$ cat src/sv/i2a_pkg.sv
// shared types, character constants and helper functions for the integer to text converter
package i2a_pkg;

	// default build values
	localparam int MAX_CHARS_DEF  = 32;
	localparam int VALUE_BITS_DEF = 64;

	// ascii codes
	localparam logic [7:0] ASCII_ZERO  = 8'h30;
	localparam logic [7:0] ASCII_A_LC  = 8'h61;
	localparam logic [7:0] ASCII_SPACE = 8'h20;
	localparam logic [7:0] ASCII_MINUS = 8'h2d;
	localparam logic [3:0] DEC_BASE    = 4'd10;

	// sequencer states
	typedef enum logic [1:0] {
		ST_IDLE,
		ST_CONV,
		ST_NORM,
		ST_EMIT
	} i2a_state_t;

	// decimal digits needed for the largest unsigned value of the given width
	function automatic int i2a_dec_digits(input int bits);
		return ((bits * 1233) >> 12) + 1;
	endfunction

	// one digit in 0..15 to its lower-case ascii code
	function automatic logic [7:0] i2a_digit_char(input logic [3:0] d);
		logic [7:0] d8;
		d8 = {4'b0000, d};
		if (d < DEC_BASE) begin
			return ASCII_ZERO + d8;
		end else begin
			return ASCII_A_LC + d8 - {4'b0000, DEC_BASE};
		end
	endfunction

endpackage

$ cat src/sv/i2a_bcd_unit.sv
// shared double-dabble step: two binary bits shifted into a packed bcd register
module i2a_bcd_unit import i2a_pkg::*; #(
	parameter int NDIG = 20
) (
	input  logic [NDIG*4-1:0] dig_in,
	input  logic [1:0]        bits_in,
	output logic [NDIG*4-1:0] dig_out
);

	localparam int DW = NDIG * 4;

	logic [DW-1:0] adj_a;
	logic [DW-1:0] sft_a;
	logic [DW-1:0] adj_b;

	// first bit: add three to every digit of five or more, then shift
	always_comb begin
		for (int i = 0; i < NDIG; i++) begin
			adj_a[i*4 +: 4] = (dig_in[i*4 +: 4] > 4'd4) ? dig_in[i*4 +: 4] + 4'd3
				: dig_in[i*4 +: 4];
		end
		sft_a = {adj_a[DW-2:0], bits_in[1]};
	end

	// second bit, same step on the result of the first
	always_comb begin
		for (int i = 0; i < NDIG; i++) begin
			adj_b[i*4 +: 4] = (sft_a[i*4 +: 4] > 4'd4) ? sft_a[i*4 +: 4] + 4'd3
				: sft_a[i*4 +: 4];
		end
		dig_out = {adj_b[DW-2:0], bits_in[0]};
	end

endmodule

$ cat src/sv/integer_to_ascii_padded_top.sv
// integer to padded ascii text converter: sequencer, digit register and output register
// Converts one integer per transfer into right-aligned ascii text, one character per
// output transfer, most significant first, with last_char on the final one: leading
// spaces up to min(pad_width, MAX_CHARS), a minus sign for a negative signed value,
// then decimal or lower-case hex digits. Steps per item: accept; in decimal mode the
// shared double-dabble unit folds two magnitude bits a cycle into a packed bcd
// register, a step that hex mode skips; then the normalize scan drops leading zero
// digits (up to 19 at 64 bits); then the characters are emitted, one per cycle while
// out_ready is high. in_ready is high only while the sequencer is idle; the last
// character may still wait in the output register when the next item is accepted.
module integer_to_ascii_padded_top import i2a_pkg::*; #(
	parameter int MAX_CHARS  = MAX_CHARS_DEF,
	parameter int VALUE_BITS = VALUE_BITS_DEF
) (
	input  logic        clk,
	input  logic        arst_n,
	input  logic        in_valid,
	output logic        in_ready,
	input  logic [63:0] value,
	input  logic        signed_mode,
	input  logic        radix_hex,
	input  logic [7:0]  pad_width,
	output logic        out_valid,
	input  logic        out_ready,
	output logic [7:0]  char_code,
	output logic        last_char
);

	localparam int VB2  = VALUE_BITS + (VALUE_BITS % 2);
	localparam int ITER = VB2 / 2;
	localparam int ITW  = $clog2(ITER + 1);
	localparam int NDIG = i2a_dec_digits(VALUE_BITS);
	localparam int DW   = NDIG * 4;
	localparam int NW   = $clog2(NDIG + 1);
	localparam int CW   = $clog2(MAX_CHARS + 1);

	i2a_state_t state_q, state_d;

	logic [VB2-1:0]        mag_q;
	logic [DW-1:0]         dig_q;
	logic [ITW-1:0]        iter_q;
	logic [NW-1:0]         ndig_q;
	logic                  neg_q;
	logic [CW-1:0]         width_q;
	logic [CW-1:0]         pad_q;
	logic                  out_valid_q;
	logic [7:0]            char_code_q;
	logic                  last_q;

	logic [VALUE_BITS-1:0] val_in;
	logic                  neg_in;
	logic [VALUE_BITS-1:0] mag_in;
	logic [DW-1:0]         dig_next;
	logic                  in_fire;
	logic                  emit_fire;
	logic                  top_zero;
	logic                  emit_last;
	logic [CW-1:0]         len;
	logic [7:0]            emit_char;

	// magnitude of the incoming value
	assign val_in   = value[VALUE_BITS-1:0];
	assign neg_in   = signed_mode & val_in[VALUE_BITS-1];
	assign mag_in   = neg_in ? (~val_in + VALUE_BITS'(1)) : val_in;
	assign in_ready = (state_q == ST_IDLE);
	assign in_fire  = in_valid & in_ready;

	// shared conversion unit
	i2a_bcd_unit #(
		.NDIG (NDIG)
	) u_bcd (
		.dig_in  (dig_q),
		.bits_in (mag_q[VB2-1 -: 2]),
		.dig_out (dig_next)
	);

	// text length and character selection
	assign top_zero  = (dig_q[DW-1 -: 4] == 4'd0);
	assign len       = CW'(ndig_q) + CW'(neg_q);
	assign emit_fire = (state_q == ST_EMIT) && (!out_valid_q || out_ready);
	assign emit_last = (pad_q == '0) && !neg_q && (ndig_q == NW'(1));

	always_comb begin
		if (pad_q != '0) begin
			emit_char = ASCII_SPACE;
		end else if (neg_q) begin
			emit_char = ASCII_MINUS;
		end else begin
			emit_char = i2a_digit_char(dig_q[DW-1 -: 4]);
		end
	end

	// state register
	always_ff @(posedge clk or negedge arst_n) begin
		if (!arst_n) begin
			state_q <= ST_IDLE;
		end else begin
			state_q <= state_d;
		end
	end

	// next state
	always_comb begin
		state_d = state_q;
		unique case (state_q)
			ST_IDLE: begin
				if (in_fire) begin
					state_d = radix_hex ? ST_NORM : ST_CONV;
				end
			end
			ST_CONV: begin
				if (iter_q == ITW'(1)) begin
					state_d = ST_NORM;
				end
			end
			ST_NORM: begin
				if (!(top_zero && ndig_q > NW'(1))) begin
					state_d = ST_EMIT;
				end
			end
			ST_EMIT: begin
				if (emit_fire && emit_last) begin
					state_d = ST_IDLE;
				end
			end
			default: state_d = ST_IDLE;
		endcase
	end

	// datapath registers
	always_ff @(posedge clk) begin
		unique case (state_q)
			ST_IDLE: begin
				if (in_fire) begin
					mag_q   <= VB2'(mag_in);
					dig_q   <= radix_hex ? DW'(mag_in) : '0;
					iter_q  <= ITW'(ITER);
					ndig_q  <= NW'(NDIG);
					neg_q   <= neg_in;
					width_q <= (pad_width > 8'(MAX_CHARS)) ? CW'(MAX_CHARS) : CW'(pad_width);
				end
			end
			ST_CONV: begin
				dig_q  <= dig_next;
				mag_q  <= mag_q << 2;
				iter_q <= iter_q - ITW'(1);
			end
			ST_NORM: begin
				if (top_zero && ndig_q > NW'(1)) begin
					dig_q  <= dig_q << 4;
					ndig_q <= ndig_q - NW'(1);
				end else begin
					pad_q <= (width_q > len) ? width_q - len : '0;
				end
			end
			ST_EMIT: begin
				if (emit_fire) begin
					if (pad_q != '0) begin
						pad_q <= pad_q - CW'(1);
					end else if (neg_q) begin
						neg_q <= 1'b0;
					end else begin
						dig_q  <= dig_q << 4;
						ndig_q <= ndig_q - NW'(1);
					end
				end
			end
			default: begin
			end
		endcase
	end

	// output register
	always_ff @(posedge clk or negedge arst_n) begin
		if (!arst_n) begin
			out_valid_q <= 1'b0;
		end else if (emit_fire) begin
			out_valid_q <= 1'b1;
		end else if (out_ready) begin
			out_valid_q <= 1'b0;
		end
	end

	always_ff @(posedge clk) begin
		if (emit_fire) begin
			char_code_q <= emit_char;
			last_q      <= emit_last;
		end
	end

	assign out_valid = out_valid_q;
	assign char_code = char_code_q;
	assign last_char = last_q;

`ifndef SYNTH
	// an accepted item always starts conversion or normalize
	a_start: assert property (@(posedge clk) disable iff (!arst_n)
		in_fire |=> (state_q == ST_CONV || state_q == ST_NORM))
		else $error("accepted item did not start conversion");

	// at least one digit remains while normalizing or emitting
	a_ndig: assert property (@(posedge clk) disable iff (!arst_n)
		(state_q == ST_NORM || state_q == ST_EMIT) |-> (ndig_q != '0))
		else $error("digit count reached zero");

	// padding never exceeds the field limit
	a_pad: assert property (@(posedge clk) disable iff (!arst_n)
		(state_q == ST_EMIT) |-> (pad_q <= CW'(MAX_CHARS)))
		else $error("padding count out of range");

	// a last character returns the sequencer to idle
	a_last_idle: assert property (@(posedge clk) disable iff (!arst_n)
		(emit_fire && emit_last) |=> (state_q == ST_IDLE))
		else $error("sequencer stayed busy after last character");
`endif

endmodule
$ cat config.mk
export PLATFORM = sky130hd
export DESIGN_NAME = integer_to_ascii_padded_top
export DESIGN_NICKNAME = d
export VERILOG_FILES = /design/src/sv/i2a_pkg.sv /design/src/sv/i2a_bcd_unit.sv /design/src/sv/integer_to_ascii_padded_top.sv
export SDC_FILE = /design/constraint.sdc
export NUM_CORES = 1
export LEC_CHECK = 0
export BUFFER_PORTS_ARGS = -buffer_cell sky130_fd_sc_hd__buf_2
export CORE_AREA = 2 2 202 204
export CTS_BUF_LIST = sky130_fd_sc_hd__clkbuf_2 sky130_fd_sc_hd__clkbuf_4 sky130_fd_sc_hd__clkbuf_8
export CTS_CLUSTER_DIAMETER = 40
export DETAILED_ROUTE_END_ITERATION = 16
export DIE_AREA = 0 0 204 206
export SYNTH_ARGS = -nofsm -noshare
export SYNTH_HDL_FRONTEND = slang
export SYNTH_HIERARCHICAL = 1
export SYNTH_SLANG_ARGS = --single-unit
$ cat constraint.sdc
create_clock -name clk -period 5.65 [get_ports clk]
set_input_delay 0.565 -clock clk [delete_from_list [all_inputs] [get_ports clk]]
set_output_delay 0.565 -clock clk [all_outputs]
set_load 0.01 [all_outputs]
# Word-level counts from Yosys, hierarchy flattened
# Index checks and enable logic that the tools add are counted.
dict set report classes {
  add_sub_neg 49
  mul 0
  div 0
  magnitude_cmp 44
  eq_ne 14
  shift 0
  muxes 77
  n_bitwise 3
  n_reduce_logical 25
}
# operator count
set ops {}
lappend ops {{$mux W80} 5}
lappend ops {{$pmux W80 S4} 1}
lappend ops {{$mux W64} 3}
lappend ops {{$gt A4 B3 Y1 const B} 40}
lappend ops {{$mux W4} 39}
lappend ops {{$add A4 B2 Y4 const B} 38}
lappend ops {{$pmux W64 S2} 1}
lappend ops {{$add A64 B1 Y64 const B} 1}
lappend ops {{$not A64 Y64} 1}
lappend ops {{$mux W6} 5}
lappend ops {{$mux W5} 5}
lappend ops {{$pmux W6 S2} 2}
lappend ops {{$pmux W5 S3} 1}
lappend ops {{$ne A2 B2 Y1 const B} 6}
lappend ops {{$reduce_and A4 Y1} 3}
lappend ops {{$sub A6 B1 Y6 const B} 2}
lappend ops {{$mux W2} 5}
lappend ops {{$add A7 B4 Y8 const A} 1}
lappend ops {{$gt A8 B6 Y1 const B} 1}
lappend ops {{$mux W8} 1}
lappend ops {{$pmux W2 S4} 1}
lappend ops {{$reduce_bool A2 Y1} 4}
lappend ops {{$sub A8 B4 Y8 const B} 1}
lappend ops {{$add A6 B4 Y7 const A} 1}
lappend ops {{other kinds (28)} 44}
dict set report totals {
  reg_bits 180
  latchBits 0
  mem_bits_rw 0
  romBits 0
  input_bits 78
  elab_cells 224
  n_memories 0
}

# Logic depth before layout (Yosys ltp)
# Gate-level depths: netlist (run 1).
dict set report depth {
  ltp_word 6
  ltp_mapped 14
  depth_no_buf 13
}

# By module
# Netlist (run 1), hierarchy kept.
# module instances cells_each area_per_inst_um2
set modules_own_cells {}
lappend modules_own_cells {integer_to_ascii_padded_top 1 1091 10819.1}
lappend modules_own_cells {i2a_bcd_unit 1 775 4949.7}

# Worst setup path after synthesis (run 1)
# OpenSTA, ideal clock, no wires.
dict set report synth_timing {
  path_kind {reg-to-reg}
  from {register state_q[0]}
  to {register ndig_q[0] (enable)}
  setup_ns 0.375
  t_arrival_ns 5.736
  slack_ns -0.461
  path_stages_with_launch 9
  cell_sequence {dfrtp_1 -> inv_1 -> ha_1 -> clkbuf_1 -> inv_1 -> nor2_1 -> o22a_1 -> a21oi_1 -> a21boi_0}
}
dict set report synth_via {
  elab_chain_len 4
  elab_cells_between_ends 12
  cone_classes {eq/ne (7); bitwise (1); reduce/logical (4)}
}
# element line_no
set synth_rtl {}
lappend synth_rtl {{start: declaration} integer_to_ascii_padded_top.sv:37} ;# i2a_state_t state_q, state_d;
lappend synth_rtl {{start signal: assignment} integer_to_ascii_padded_top.sv:98} ;# state_q <= state_d;
lappend synth_rtl {{$logic_not A2 Y1 (*)} integer_to_ascii_padded_top.sv:65} ;# assign in_ready = (state_q == ST_IDLE);
lappend synth_rtl {{via in_ready} integer_to_ascii_padded_top.sv:18} ;# output logic in_ready,
lappend synth_rtl {{$and A1 B1 Y1} integer_to_ascii_padded_top.sv:66} ;# assign in_fire = in_valid & in_ready;
lappend synth_rtl {{$ne A2 B1 Y1 (no source line)} -}
lappend synth_rtl {{$reduce_and A6 Y1 (no source line) (*)} -}
lappend synth_rtl {{end signal: assignment} integer_to_ascii_padded_top.sv:138} ;# ndig_q <= NW'(NDIG);
lappend synth_rtl {{end signal: assignment} integer_to_ascii_padded_top.sv:151} ;# ndig_q <= ndig_q - NW'(1);
lappend synth_rtl {{end signal: assignment} integer_to_ascii_padded_top.sv:164} ;# ndig_q <= ndig_q - NW'(1);
lappend synth_rtl {{end: declaration} integer_to_ascii_padded_top.sv:42} ;# logic [NW-1:0] ndig_q;
# The timed path passes the listed nets; every way through them passes the cells marked *.
# A chain may end at the register's enable or synchronous reset.

# Worst setup path after layout (run 1)
dict set report layout_timing {
  from {input value[14]}
  to {register mag_q[53] (data pin)}
}
dict set report layout_via {
  elab_chain_len 5
}
# element line_no
set layout_rtl {}
lappend layout_rtl {{start: declaration} integer_to_ascii_padded_top.sv:19} ;# input logic [63:0] value,
lappend layout_rtl {{$not A64 Y64} integer_to_ascii_padded_top.sv:64} ;# assign mag_in = neg_in ? (~val_in + VALUE_BITS'(1)) : val_in;
lappend layout_rtl {{$add A64 B1 Y64} integer_to_ascii_padded_top.sv:64}
lappend layout_rtl {{$mux W64} integer_to_ascii_padded_top.sv:64}
lappend layout_rtl {{$mux W64} integer_to_ascii_padded_top.sv:134} ;# if (in_fire) begin
lappend layout_rtl {{$pmux W64 S2} integer_to_ascii_padded_top.sv:132} ;# unique case (state_q)
lappend layout_rtl {{end signal: assignment} integer_to_ascii_padded_top.sv:135} ;# mag_q <= VB2'(mag_in);
lappend layout_rtl {{end signal: assignment} integer_to_ascii_padded_top.sv:145} ;# mag_q <= mag_q << 2;
lappend layout_rtl {{end: declaration} integer_to_ascii_padded_top.sv:39} ;# logic [VB2-1:0] mag_q;
# Every way passes these cells. The select of a mux whose other input is x is not followed.

==> metrics.txt, run 1 <==
# TYPE chip_impl_metric gauge
chip_impl_metric{name="post_cts_setup_buffer_count",unit=""} 0
chip_impl_metric{name="fin_hold_ws",unit="ns"} 0.340
chip_impl_metric{name="synth_cells",unit=""} 1866
chip_impl_metric{name="place_worst_setup_slack",unit="ns"} 1.84
chip_impl_info{name="postSynth.topFlopCell",value="sky130_fd_sc_hd__edfxtp_1"} 1
chip_impl_info{name="status",value="finished, final reports clean"} 1
chip_impl_metric{name="max-vdd-ir-drop",unit="V"} 0.000353
chip_impl_metric{name="async_flop_share",unit=""} 0.0168
chip_impl_metric{name="die_area",unit="sq um"} 42000
chip_impl_metric{name="initial_core_util",unit=""} 0.392
chip_impl_metric{name="final.fill_count",unit=""} 4013
chip_impl_metric{name="power_density",unit="nW/um^2"} 685
chip_impl_metric{name="clkLatencyLatePin",unit="ns"} 0.50
chip_impl_metric{name="synthToLayoutAreaGrowth",unit="%"} 7.79
chip_impl_metric{name="number_of_enable_flip_flop_cells_after_synthesis",unit=""} 176
chip_impl_metric{name="worst_setup_hold_path_clk_slew",unit="ns"} 0.11
chip_impl_metric{name="dr_total_vias",unit=""} 14400
chip_impl_metric{name="wirelength",unit="mm"} 44.9
chip_impl_metric{name="max_clock_freq",unit="MHz"} 294
chip_impl_info{name="crit_type",value="in2reg"} 1
chip_impl_metric{name="synthDistinctLibCells",unit=""} 87
chip_impl_info{name="path_delay_family",value="simple AND/OR/NAND/NOR gates"} 1
chip_impl_metric{name="seq_area_frac_synth",unit=""} 0.340
chip_impl_metric{name="reg2reg_setup_slack",unit="ns"} 2.26
chip_impl_metric{name="buf_inv_stages_crit_path",unit=""} 1
chip_impl_metric{name="final_setup_viols",unit=""} 0
chip_impl_info{name="path_cells",value="buf_2 -> nor4_1 -> nand4_1 -> nor3_1 -> a21oi_1 -> xnor2_1 -> o21ai_0"} 1
chip_impl_metric{name="clock_tree.buffer_depth",unit=""} 2
chip_impl_info{name="clock_tree_from_tritoncts",value="built"} 1
chip_impl_metric{name="core",unit="sq um"} 40200
chip_impl_metric{name="leakage_power_total",unit="nW"} 6.10
chip_impl_metric{name="grt_antenna_before_repair",unit=""} 6
chip_impl_metric{name="globalRoute.totalOverflow",unit=""} 0
chip_impl_info{name="timing.hold.worst.start",value="pad_width[0]"} 1
chip_impl_info{name="cts_root_buf",value="sky130_fd_sc_hd__clkbuf_8"} 1
chip_impl_metric{name="tritonroute_pass_1_iters",unit=""} 5
chip_impl_metric{name="cap_violations",unit=""} 0
chip_impl_metric{name="vias_in_the_first_global_route",unit=""} 13200
chip_impl_metric{name="worst_slew_pin_slew",unit="ns"} 1.28
chip_impl_metric{name="cts_resized",unit=""} 0
chip_impl_metric{name="final_period_minus_worst_setup_slack",unit="ns"} 3.40
chip_impl_info{name="r2r-start",value="dig_q[53]"} 1
chip_impl_info{name="cp-start-kind",value="input pin"} 1
chip_impl_metric{name="cp_data_arrival_time",unit="ns"} 3.63
chip_impl_metric{name="timing.critical_path.slowest_cell_delay",unit="ns"} 1.14
chip_impl_metric{name="h-tree-depth",unit=""} 4
chip_impl_metric{name="std_cell_rows",unit=""} 74
chip_impl_metric{name="critical_path_required",unit="ns"} 5.87
chip_impl_metric{name="timing.final.ws_setup",unit="ns"} 2.25
chip_impl_metric{name="postSynthNetCount",unit=""} 1999
chip_impl_metric{name="worstHoldPathCells",unit=""} 2
chip_impl_metric{name="timing.slew.headroom",unit=""} 0.143
chip_impl_metric{name="numCtsBuffers",unit=""} 17
chip_impl_info{name="critical_path.endpoint_type",value="register"} 1
chip_impl_metric{name="final_max_slew_viol_count",unit=""} 0
chip_impl_metric{name="synthesis.area",unit="sq um"} 15800
chip_impl_metric{name="avgViaCountPerCell",unit=""} 5.98
chip_impl_metric{name="place.port_buffers",unit=""} 87
chip_impl_info{name="timing.hold.worst.class",value="in2reg"} 1
chip_impl_metric{name="maximum_number_of_pins_on_one_net_before_global_route_repair",unit=""} 88
chip_impl_metric{name="path_max_fanout",unit=""} 11
chip_impl_metric{name="cts.sinks",unit=""} 179
chip_impl_metric{name="drt-wirelength-per-cell",unit="um"} 18.7
chip_impl_metric{name="final_net_count",unit=""} 1993
chip_impl_metric{name="finalWeightedCongestion",unit=""} 0.830
chip_impl_metric{name="timing.clock.skew",unit="ns"} 0.0151
chip_impl_metric{name="ant_nets",unit=""} 0
chip_impl_metric{name="setup_tns_final",unit="ns"} 0
chip_impl_metric{name="hpwl_after_dpl",unit="mm"} 31.6
chip_impl_metric{name="pin_count",unit=""} 89
chip_impl_metric{name="detail_route.drc_violations",unit=""} 0
chip_impl_info{name="reg2reg_to",value="dig_q[53]"} 1
chip_impl_metric{name="r2r.worst_path.cells",unit=""} 10
chip_impl_metric{name="grt_pass1_wl",unit="mm"} 70.9
chip_impl_metric{name="track_usage",unit=""} 0.210
chip_impl_metric{name="hold_violation_total_from_the_final_report",unit=""} 0
chip_impl_metric{name="die_x",unit="um"} 204
chip_impl_metric{name="die_y",unit="um"} 206
chip_impl_metric{name="cts_hold_buf",unit=""} 1
chip_impl_metric{name="drt_iter0_markers",unit=""} 1314
chip_impl_metric{name="yosys_register_bits",unit=""} 179
chip_impl_info{name="critical_path.slowest_cell",value="sky130_fd_sc_hd__nor3_1"} 1
chip_impl_metric{name="period_share",unit=""} 0.602
chip_impl_metric{name="share_of_final_layout_standard_cells_stronger_than_drive_strength_1",unit=""} 0.106
chip_impl_info{name="rsz0062_at_grt",value="false"} 1
chip_impl_info{name="whs_endpoint",value="width_q[0]"} 1
chip_impl_metric{name="post_synth.cell_area_avg",unit="sq um"} 8.45
chip_impl_metric{name="total_number_of_yosys_warnings",unit=""} 6
-- per-stage QoR --
stage / utilization / power [mW] / instance area, sq um / cells
5_1_grt: 0.423 / 12.7 / 17000 / 2408
2_1_floorplan: - / 8.92 / 15800 / 1866
4_1_cts: 0.423 / 11.6 / 17000 / 2405
3_5_place_dp: 0.411 / 10.5 / 16500 / 2372
6_report: 0.423 / 11.6 / 17000 / 2408
3_3_place_gp: 0.411 / 10.3 / 16500 / 2372
-- kinds of logic after synthesis --
logic type	count (synthesis)	synth area share
buf+inv	234	0.0579
simple gates	599	0.194
compound gates	605	0.248
xor+xnor	120	0.0667
other cells	2	0.000476
mux	72	0.0487
fa+ha+maj	55	0.0441
flops	179	0.340
-- Yosys cell counts (all sizes together), types with 13 or more instances --
cell | n | share of area
nor3 | 64 | 0.021
mux2i | 53 | 0.035
a311oi | 14 | 0.0078
nand2 | 133 | 0.032
ha | 54 | 0.043
or4 | 13 | 0.0064
clkbuf | 105 | 0.025
a22oi | 40 | 0.019
or3 | 29 | 0.012
inv | 101 | 0.024
nor4 | 26 | 0.014
nor2b | 30 | 0.012
and3 | 26 | 0.010
edfxtp | 176 | 0.34
nand3 | 36 | 0.011
nor2 | 151 | 0.036
o21ai | 184 | 0.060
xor2 | 30 | 0.017
a22o | 43 | 0.024
nand2b | 22 | 0.0087
a31oi | 33 | 0.013
xnor2 | 90 | 0.050
mux2 | 19 | 0.014
a21oi | 138 | 0.045
nand4 | 18 | 0.0071
buf | 23 | 0.0077
-- cells in the final DEF (no fill, tap or decap), drive strengths merged, types with 14 or more instances in the layout --
cell	synthesis	layout
edfxtp	176	176
nor2	151	151
a31oi	33	33
xnor2	90	90
and3	26	26
o21ai	184	184
nand2	133	133
or3	29	29
nand3	36	36
xor2	30	30
buf	23	102
nand4	18	18
mux2i	53	53
a22o	43	43
nor2b	30	30
inv	101	101
a311oi	14	14
ha	54	54
nand2b	22	22
nor4	26	26
nor3	64	64
mux2	19	19
a22oi	40	40
clkbuf	105	18
a21oi	138	138
-- per-layer routing --
metal  track usage  up-vias  share of wire
li1              -     6976              -
met1         0.276     6983           0.45
met2         0.353      381           0.48
met3        0.0350       60          0.050
met4        0.0657        4          0.024
met5             0        -        0.00058
-- worst max path at each step --
stage / from / cells past startpoint / to
3_5_place_dp: value[7] / 7 / mag_q[53]
6_report: value[14] / 7 / mag_q[53]
3_3_place_gp: value[14] / 7 / mag_q[53]
5_1_grt: dig_q[53] / 12 / dig_q[53]
4_1_cts: dig_q[53] / 10 / dig_q[53]
2_1_floorplan: state_q[0] / 8 / ndig_q[0]
-- state kept, by name (all words and copies together), names as in the netlist, 2 cells and up --
name,cells
state_q,2
dig_q,80
pad_q,6
iter_q,6
char_code,7
ndig_q,5
width_q,6
mag_q,64
-- power breakdown --
group	leakage, nW	internal, mW	total (mW)	switching [mW]
Clock	0.234	0.574	1.10	0.522
Sequential	1.77	2.59	3.40	0.810
Combinational	4.09	2.97	7.15	4.18
Total	6.10	6.13	11.6	5.52
-- final cells by class --
type	instances	area [sq um]	share of cell area
clock inverter	14	235	0.0138
clock buffer	18	241	0.0142
inverter	106	398	0.0234
antenna	3	7.51	0.000442
timing repair buffer	103	558	0.0328
tap	532	666	0.0392
sequential	179	5360	0.315
multi-input combinational	1453	9530	0.561
Power figures use the tool's default switching activity.
==> run 2: changes to the inputs <==
--- a/config.mk
+++ b/config.mk
@@ -5,12 +5,13 @@
 export SDC_FILE = /design/constraint.sdc
 export NUM_CORES = 1
 export LEC_CHECK = 0
+export ABC_AREA = 1
 export BUFFER_PORTS_ARGS = -buffer_cell sky130_fd_sc_hd__buf_2
-export CORE_AREA = 2 2 202 204
+export CORE_AREA = 2 2 195 197
 export CTS_BUF_LIST = sky130_fd_sc_hd__clkbuf_2 sky130_fd_sc_hd__clkbuf_4 sky130_fd_sc_hd__clkbuf_8
 export CTS_CLUSTER_DIAMETER = 40
 export DETAILED_ROUTE_END_ITERATION = 16
-export DIE_AREA = 0 0 204 206
+export DIE_AREA = 0 0 197 199
 export SYNTH_ARGS = -nofsm -noshare
 export SYNTH_HDL_FRONTEND = slang
 export SYNTH_HIERARCHICAL = 1
==> constraint.sdc (replaced) <==
create_clock -name clk -period 2.8 [get_ports clk]
set_input_delay 0.28 -clock clk [delete_from_list [all_inputs] [get_ports clk]]
set_output_delay 0.28 -clock clk [all_outputs]
set_load 0.01 [all_outputs]
==> run 2 against run 1 <==
Area after synthesis is 7.1% lower. Non-clock buffer count is 2 higher. Synthesized cell count is 12% higher.
==> metrics.txt, run 2 <==
# TYPE chip_impl_metric gauge
chip_impl_metric{name="drt_iter0_markers",unit=""} 1176
chip_impl_metric{name="h-tree-depth",unit=""} 4
chip_impl_info{name="timing.hold.worst.start",value="pad_width[5]"} 1
chip_impl_metric{name="detail_route.drc_violations",unit=""} 0
chip_impl_metric{name="hpwl_after_dpl",unit="mm"} 30.2
chip_impl_info{name="most-common-layout-cells",value="733 x sky130_fd_sc_hd__nand2_1, 298 x sky130_fd_sc_hd__inv_1, 180 x sky130_fd_sc_hd__nand3_1, 176 x sky130_fd_sc_hd__nor2_1, 176 x sky130_fd_sc_hd__edfxtp_1"} 1
chip_impl_info{name="synth_largest_area_cell",value="sky130_fd_sc_hd__edfxtp_1"} 1
chip_impl_metric{name="postSynthNetCount",unit=""} 2231
chip_impl_metric{name="async_flop_share",unit=""} 0.0168
chip_impl_metric{name="post_cts_setup_buffer_count",unit=""} 0
chip_impl_metric{name="critical_path_required",unit="ns"} 3.15
chip_impl_metric{name="track_usage",unit=""} 0.201
chip_impl_info{name="crit_type",value="reg2reg"} 1
chip_impl_metric{name="share_of_final_layout_standard_cells_stronger_than_drive_strength_1",unit=""} 0.126
chip_impl_metric{name="cap_violations",unit=""} 0
chip_impl_metric{name="final_setup_viols",unit=""} 0
chip_impl_metric{name="cts_resized",unit=""} 0
chip_impl_metric{name="synthesis.area",unit="sq um"} 14700
chip_impl_metric{name="place.port_buffers",unit=""} 87
chip_impl_metric{name="p_switching",unit="mW"} 10.4
chip_impl_metric{name="yosys_register_bits",unit=""} 179
chip_impl_metric{name="r2r.worst_path.cells",unit=""} 7
chip_impl_info{name="synth_area_leaders",value="sky130_fd_sc_hd__edfxtp_1 36%, sky130_fd_sc_hd__nand2_1 19%, sky130_fd_sc_hd__inv_1 7.7%"} 1
chip_impl_metric{name="synthDistinctLibCells",unit=""} 47
chip_impl_metric{name="synth_cells",unit=""} 2098
chip_impl_info{name="clock_tree_from_tritoncts",value="built"} 1
chip_impl_metric{name="p_comb_frac",unit=""} 0.624
chip_impl_metric{name="globalRoute.totalOverflow",unit=""} 0
chip_impl_info{name="whs_endpoint",value="width_q[5]"} 1
chip_impl_metric{name="final_net_count",unit=""} 2308
chip_impl_metric{name="worst_slew_pin_slew",unit="ns"} 0.982
chip_impl_metric{name="finalWeightedCongestion",unit=""} 0.910
chip_impl_metric{name="timing.clock.skew",unit="ns"} 0.0222
chip_impl_metric{name="final_max_slew_viol_count",unit=""} 0
chip_impl_metric{name="grt_pass1_wl",unit="mm"} 62.9
chip_impl_info{name="critical_path.slowest_cell",value="sky130_fd_sc_hd__nor2_4"} 1
chip_impl_metric{name="buf_inv_stages_crit_path",unit=""} 3
chip_impl_metric{name="share_of_the_core_filled_with_cells_in_the_final_layout",unit=""} 0.433
chip_impl_metric{name="post_synth_top_area_share",unit=""} 0.361
chip_impl_metric{name="design_area",unit="sq um"} 16100
chip_impl_metric{name="max_clock_freq",unit="MHz"} 400
chip_impl_metric{name="tritonroute_pass_1_iters",unit=""} 8
chip_impl_info{name="postSynth.topFlopCell",value="sky130_fd_sc_hd__edfxtp_1"} 1
chip_impl_metric{name="maximum_number_of_pins_on_one_net_before_global_route_repair",unit=""} 81
chip_impl_info{name="critical_path.endpoint_type",value="register"} 1
chip_impl_metric{name="clkLatencyLatePin",unit="ns"} 0.50
chip_impl_info{name="status",value="finished, final reports clean"} 1
chip_impl_metric{name="worstHoldPathCells",unit=""} 3
chip_impl_metric{name="die_area",unit="sq um"} 39200
chip_impl_metric{name="numCtsBuffers",unit=""} 17
chip_impl_info{name="path_delay_family",value="simple AND/OR/NAND/NOR gates"} 1
chip_impl_info{name="path_cells",value="inv_1 -> ha_2 -> inv_2 -> nor2_4 -> buf_4 -> a22oi_1 -> nand2_1"} 1
chip_impl_metric{name="total_number_of_yosys_warnings",unit=""} 6
chip_impl_metric{name="core",unit="sq um"} 37100
chip_impl_info{name="post-synth-top-count-cell",value="sky130_fd_sc_hd__nand2_1"} 1
chip_impl_metric{name="reg2reg_setup_slack",unit="ns"} 0.30
chip_impl_metric{name="internal_power",unit="mW"} 10.2
chip_impl_metric{name="synthToLayoutAreaGrowth",unit="%"} 9.79
chip_impl_metric{name="wirelength",unit="mm"} 38.8
chip_impl_info{name="timing.hold.worst.class",value="in2reg"} 1
chip_impl_info{name="cts_root_buf",value="sky130_fd_sc_hd__clkbuf_8"} 1
chip_impl_metric{name="diodes",unit=""} 0
chip_impl_metric{name="cts.sinks",unit=""} 179
chip_impl_metric{name="post_synth.cell_area_avg",unit="sq um"} 6.98
chip_impl_metric{name="final.fill_count",unit=""} 3842
chip_impl_metric{name="std_cell_rows",unit=""} 71
chip_impl_info{name="r2r-start",value="state_q[1]"} 1
chip_impl_metric{name="clkPwrFrac",unit=""} 0.091
chip_impl_metric{name="final_period_minus_worst_setup_slack",unit="ns"} 2.50
chip_impl_metric{name="die_x",unit="um"} 197
chip_impl_metric{name="drt-wirelength-per-cell",unit="um"} 14.6
chip_impl_metric{name="p_seq_frac",unit=""} 0.285
chip_impl_metric{name="number_of_enable_flip_flop_cells_after_synthesis",unit=""} 176
chip_impl_metric{name="ant_nets",unit=""} 0
chip_impl_info{name="layout.cells.most_common",value="sky130_fd_sc_hd__nand2_1"} 1
chip_impl_metric{name="pin_count",unit=""} 89
chip_impl_metric{name="dpl_cell_area",unit="sq um"} 15700
chip_impl_metric{name="seq_area_frac_synth",unit=""} 0.366
chip_impl_metric{name="power_density",unit="nW/um^2"} 1280
chip_impl_metric{name="dr_total_vias",unit=""} 13500
chip_impl_metric{name="timing.slew.headroom",unit=""} 0.344
chip_impl_metric{name="timing.critical_path.slowest_cell_delay",unit="ns"} 0.74
chip_impl_metric{name="multiInputGateArea",unit="sq um"} 7960
chip_impl_metric{name="grt_antenna_before_repair",unit=""} 0
chip_impl_metric{name="area.sequential",unit="sq um"} 5360
chip_impl_metric{name="initial_core_util",unit=""} 0.395
chip_impl_metric{name="vias_in_the_first_global_route",unit=""} 12700
chip_impl_metric{name="max-vdd-ir-drop",unit="V"} 0.000735
chip_impl_metric{name="sw_frac_of_total",unit=""} 0.504
chip_impl_info{name="synth_top_cells_by_count",value="734 x sky130_fd_sc_hd__nand2_1, 301 x sky130_fd_sc_hd__inv_1, 180 x sky130_fd_sc_hd__nand3_1, 178 x sky130_fd_sc_hd__nor2_1, 176 x sky130_fd_sc_hd__edfxtp_1"} 1
chip_impl_metric{name="hold_violation_total_from_the_final_report",unit=""} 0
chip_impl_metric{name="die_y",unit="um"} 199
chip_impl_info{name="rsz0062_at_grt",value="false"} 1
chip_impl_metric{name="clock_tree.buffer_depth",unit=""} 2
chip_impl_metric{name="period_share",unit=""} 0.894
chip_impl_metric{name="worst_setup_hold_path_clk_slew",unit="ns"} 0.11
chip_impl_metric{name="largest_register_ffs",unit=""} 80
chip_impl_info{name="cp-start-kind",value="register"} 1
chip_impl_info{name="top_register",value="dig_q"} 1
chip_impl_metric{name="avgViaCountPerCell",unit=""} 5.07
chip_impl_metric{name="leakage_power_total",unit="nW"} 7.82
chip_impl_metric{name="cp_data_arrival_time",unit="ns"} 2.85
chip_impl_metric{name="path_max_fanout",unit=""} 39
chip_impl_info{name="reg2reg_to",value="dig_q[48]"} 1
run 2: cell types whose count changed after synthesis, sizes merged, moves of 53 or more:
cell and delta:
nand2 +669, inv +207, nand3 +156, a21oi -105
clkbuf -87, xnor2 -78, o21ai -65, nor3 -60
mux2i -53
run 2: worst max-delay path by stage:
stage                           end  depth (start not counted)       start  slack (ns)
final                     dig_q[48]                          7  state_q[1]        0.30
after floorplan           ndig_q[0]                          9    pad_q[0]       -0.28
after detailed placement  dig_q[57]                          7  state_q[1]        0.32
after CTS                 dig_q[48]                          7  state_q[1]        0.27
after global routing      dig_q[51]                          7  state_q[1]        0.12
after global placement    dig_q[50]                          7  state_q[1]        0.40
run 2: routing by layer:
layer	global-route usage	vias up	share of wire
met3	0.0263	37	0.046
met1	0.282	6230	0.48
met4	0.0565	0	0.019
li1	-	6917	-
met5	0	-	0
met2	0.326	323	0.45
run 2: kinds of logic after synthesis:
family	count (synthesis)	synth area share
simple gates	1219	0.356
buf+inv	356	0.0942
compound gates	241	0.105
flops	179	0.366
fa+ha+maj	55	0.0475
xor+xnor	46	0.0306
other cells	2	0.000513
run 2: layout make-up:
type                    instances  area share
repair buffers                105      0.0380
clock buffers                  19      0.0155
inverters                     309      0.0721
multi-input cells            1563       0.495
clock inverters                13     0.00933
flip-flops and latches        179       0.333
well taps                     474      0.0369
run 2: through the flow:
stage / hold slack [ns] / power [mW] / worst slack (ns) / TNS, ns / std cells
floorplan: -0.0156 / 15.7 / -0.275 / -4.01 / 2098
global placement: 0.103 / 18.3 / 0.401 / 0 / 2629
detailed placement: 0.104 / 18.7 / 0.317 / 0 / 2629
CTS: 0.0665 / 20.6 / 0.268 / 0 / 2662
global route: 0.0764 / 22.8 / 0.116 / 0 / 2662
finish: 0.102 / 20.6 / 0.297 / 0 / 2662
run 2: what timing repair did:
action                                 4_1_cts  5_1_grt
endpoints found under the hold margin        3        0
setup endpoints to repair                    0        0
hold buffers                                 1        0
run 2: power by group through the flow:
stage               clock network (mW)  logic (mW)  registers (mW)
finish                            1.88        12.8            5.86
global route                      2.01        14.8            6.03
global placement                     0        12.4            5.92
floorplan                            0        10.0            5.69
CTS                               1.92        12.8            5.87
detailed placement                   0        12.8            5.92
run 2: worst register-to-register path, cell delays in order (launching register included):
cell and delay (ns):
sky130_fd_sc_hd__dfrtp_1 0.43, sky130_fd_sc_hd__inv_1 0.10, sky130_fd_sc_hd__ha_2 0.19, sky130_fd_sc_hd__inv_2 0.06, sky130_fd_sc_hd__nor2_4 0.74, sky130_fd_sc_hd__buf_4 0.54, sky130_fd_sc_hd__a22oi_1 0.19, sky130_fd_sc_hd__nand2_1 0.10
==> run 3: changes to the inputs <==
--- a/config.mk
+++ b/config.mk
@@ -12,6 +12,8 @@
 export CTS_CLUSTER_DIAMETER = 40
 export DETAILED_ROUTE_END_ITERATION = 16
 export DIE_AREA = 0 0 197 199
+export PLACE_DENSITY = 0.62
+export SKIP_LAST_GASP = 1
 export SYNTH_ARGS = -nofsm -noshare
 export SYNTH_HDL_FRONTEND = slang
 export SYNTH_HIERARCHICAL = 1
==> run 3 against run 2 <==
Core utilization up 0.067 points. Total power decreased by 0.34%. Largest power group unchanged. Wire length down 0.47%. Critical endpoint is now dig_q[5]. Largest cell class unchanged. Combinational power about the same. Via count up 0.57%. Clock skew shrank 0.0089 ns. Highest routed layer unchanged.
==> metrics.txt, run 3 (synthesis gave the netlist of run 2 again) <==
# TYPE chip_impl_metric gauge
chip_impl_metric{name="power_density",unit="nW/um^2"} 1270
chip_impl_metric{name="wirelength",unit="mm"} 38.7
chip_impl_metric{name="critical_path_required",unit="ns"} 3.14
chip_impl_metric{name="place.port_buffers",unit=""} 87
chip_impl_metric{name="period_share",unit=""} 0.892
chip_impl_info{name="layout.cells.most_common",value="sky130_fd_sc_hd__nand2_1"} 1
chip_impl_metric{name="share_of_final_layout_standard_cells_stronger_than_drive_strength_1",unit=""} 0.126
chip_impl_metric{name="max_clock_freq",unit="MHz"} 400
chip_impl_metric{name="cp_data_arrival_time",unit="ns"} 2.84
chip_impl_metric{name="avgViaCountPerCell",unit=""} 5.10
chip_impl_metric{name="finalWeightedCongestion",unit=""} 0.956
chip_impl_metric{name="cap_violations",unit=""} 0
chip_impl_info{name="cts_root_buf",value="sky130_fd_sc_hd__clkbuf_8"} 1
chip_impl_metric{name="vias_in_the_first_global_route",unit=""} 12700
chip_impl_metric{name="detail_route.drc_violations",unit=""} 0
chip_impl_metric{name="cts.sinks",unit=""} 179
chip_impl_metric{name="clkLatencyLatePin",unit="ns"} 0.51
chip_impl_metric{name="total_power",unit="mW"} 20.5
chip_impl_metric{name="dpl_cell_area",unit="sq um"} 15700
chip_impl_metric{name="globalRoute.totalOverflow",unit=""} 0
chip_impl_metric{name="pin_count",unit=""} 89
chip_impl_metric{name="tritonroute_pass_1_iters",unit=""} 6
chip_impl_info{name="critical_path.endpoint_type",value="register"} 1
chip_impl_metric{name="final_max_slew_viol_count",unit=""} 0
chip_impl_metric{name="fin_cells",unit=""} 2664
chip_impl_metric{name="track_usage",unit=""} 0.201
chip_impl_metric{name="multiInputGateArea",unit="sq um"} 7960
chip_impl_metric{name="die_y",unit="um"} 199
chip_impl_metric{name="path_max_fanout",unit=""} 41
chip_impl_info{name="top_register",value="dig_q"} 1
chip_impl_metric{name="clock_tree.buffer_depth",unit=""} 2
chip_impl_metric{name="dr_total_vias",unit=""} 13600
chip_impl_metric{name="synthToLayoutAreaGrowth",unit="%"} 9.96
chip_impl_metric{name="std_cell_rows",unit=""} 71
chip_impl_metric{name="die_x",unit="um"} 197
chip_impl_metric{name="largest_register_ffs",unit=""} 80
chip_impl_info{name="cp-start-kind",value="register"} 1
chip_impl_metric{name="hpwl_after_dpl",unit="mm"} 30.3
chip_impl_info{name="clock_tree_from_tritoncts",value="built"} 1
chip_impl_metric{name="area.sequential",unit="sq um"} 5360
chip_impl_metric{name="final.fill_count",unit=""} 3786
chip_impl_info{name="rsz0062_at_grt",value="false"} 1
chip_impl_metric{name="worst_slew_pin_slew",unit="ns"} 1.00
chip_impl_metric{name="initial_core_util",unit=""} 0.395
chip_impl_metric{name="maximum_number_of_pins_on_one_net_before_global_route_repair",unit=""} 81
chip_impl_metric{name="cts_resized",unit=""} 0
chip_impl_metric{name="drt_iter0_markers",unit=""} 1055
chip_impl_metric{name="leakage_power_total",unit="nW"} 7.84
chip_impl_metric{name="die_area",unit="sq um"} 39200
chip_impl_metric{name="hold_violation_total_from_the_final_report",unit=""} 0
chip_impl_metric{name="design_area",unit="sq um"} 16100
chip_impl_metric{name="place_worst_setup_slack",unit="ns"} 0.300
chip_impl_metric{name="timing.final.ws_setup",unit="ns"} 0.302
chip_impl_metric{name="worst_setup_hold_path_clk_slew",unit="ns"} 0.10
chip_impl_metric{name="h-tree-depth",unit=""} 4
chip_impl_metric{name="final_setup_viols",unit=""} 0
chip_impl_metric{name="timing.clock.skew",unit="ns"} 0.0133
chip_impl_metric{name="core",unit="sq um"} 37100
chip_impl_metric{name="grt_antenna_before_repair",unit=""} 0
chip_impl_metric{name="final_period_minus_worst_setup_slack",unit="ns"} 2.50
chip_impl_metric{name="grt_pass1_wl",unit="mm"} 62.8
chip_impl_metric{name="numCtsBuffers",unit=""} 17
chip_impl_info{name="timing.hold.worst.class",value="in2reg"} 1
chip_impl_info{name="most-common-layout-cells",value="733 x sky130_fd_sc_hd__nand2_1, 298 x sky130_fd_sc_hd__inv_1, 180 x sky130_fd_sc_hd__nand3_1, 176 x sky130_fd_sc_hd__nor2_1, 176 x sky130_fd_sc_hd__edfxtp_1"} 1
chip_impl_metric{name="ant_nets",unit=""} 0
chip_impl_info{name="status",value="finished, final reports clean"} 1
chip_impl_info{name="crit_type",value="reg2reg"} 1
chip_impl_metric{name="placed_cells_incl_taps",unit=""} 2631
chip_impl_metric{name="diodes",unit=""} 0
chip_impl_metric{name="max-vdd-ir-drop",unit="V"} 0.000724
chip_impl_metric{name="drt-wirelength-per-cell",unit="um"} 14.5
chip_impl_metric{name="final_net_count",unit=""} 2310
chip_impl_metric{name="timing.slew.headroom",unit=""} 0.329
==> run 3: changes by cell type in the layout (fill, tap and decap cells not counted) <==
cell / before / now
sky130_fd_sc_hd__inv_6: 2 / 5
sky130_fd_sc_hd__buf_12: 3 / 5
sky130_fd_sc_hd__clkbuf_4: 2 / 0
sky130_fd_sc_hd__bufinv_16: 2 / 1
sky130_fd_sc_hd__clkinv_1: 1 / 2
sky130_fd_sc_hd__clkinv_4: 2 / 1
sky130_fd_sc_hd__clkinv_8: 0 / 1
sky130_fd_sc_hd__clkinvlp_4: 3 / 2
==> run 3: critical path, stage by stage (launching register included) <==
cell                      delay, ns
sky130_fd_sc_hd__dfrtp_1       0.43
sky130_fd_sc_hd__inv_1         0.10
sky130_fd_sc_hd__ha_2          0.19
sky130_fd_sc_hd__inv_2         0.05
sky130_fd_sc_hd__nor2_4        0.74
sky130_fd_sc_hd__buf_4         0.51
sky130_fd_sc_hd__a22oi_1       0.15
sky130_fd_sc_hd__o21ai_0       0.14
==> run 3: stage by stage <==
stage                util  hold slack (ns)  TNS, ns
floorplan               -          -0.0156    -4.01
global placement    0.423            0.102        0
detailed placement  0.423           0.0998        0
CTS                 0.434           0.0445        0
global route        0.434           0.0780        0
finish              0.434           0.0882        0
==> run 3: report_power, final <==
| group | internal (mW) | switching (mW) | total, mW |
|---|---|---|---|
| Combinational | 4.38 | 8.46 | 12.8 |
| Sequential | 5.03 | 0.836 | 5.87 |
| Clock | 0.729 | 1.06 | 1.79 |
| Total | 10.1 | 10.4 | 20.5 |
==> run 3: area by class of cell <==
class                      instances  area share
clock buffer                      17      0.0145
clock inverter                    15     0.00932
inverter                         309      0.0720
multi-input combinational       1563       0.494
sequential                       179       0.333
tap                              474      0.0368
timing repair buffer             107      0.0404
==> run 3: path summary, 6_finish.rpt <==
kind,start,endpoint,slack [ns],cells past startpoint
setup / recovery,state_q[1],dig_q[5],0.30,7
hold / removal,pad_width[5],width_q[5],0.09,3
setup reg to reg,state_q[1],dig_q[5],0.30,7
hold reg to reg,mag_q[10],mag_q[12],0.52,2
max in group asynchronous,arst_n,out_valid,2.54,2
min in group asynchronous,arst_n,state_q[0],0.12,2
==> run 3: layer usage <==
layer	global-route usage	wire, um	vias up
li1	-	-	6931
met1	0.278	18200	6260
met2	0.326	17500	353
met3	0.0283	2160	40
met4	0.0590	760	0
met5	0	0	-
==> run 3: timing repair <==
action | 4_1_cts | 5_1_grt
hold buffers | 1 | 0
buffers inserted | 0 | 0
hold endpoints to repair | 3 | 0
setup endpoints to repair | 0 | 0
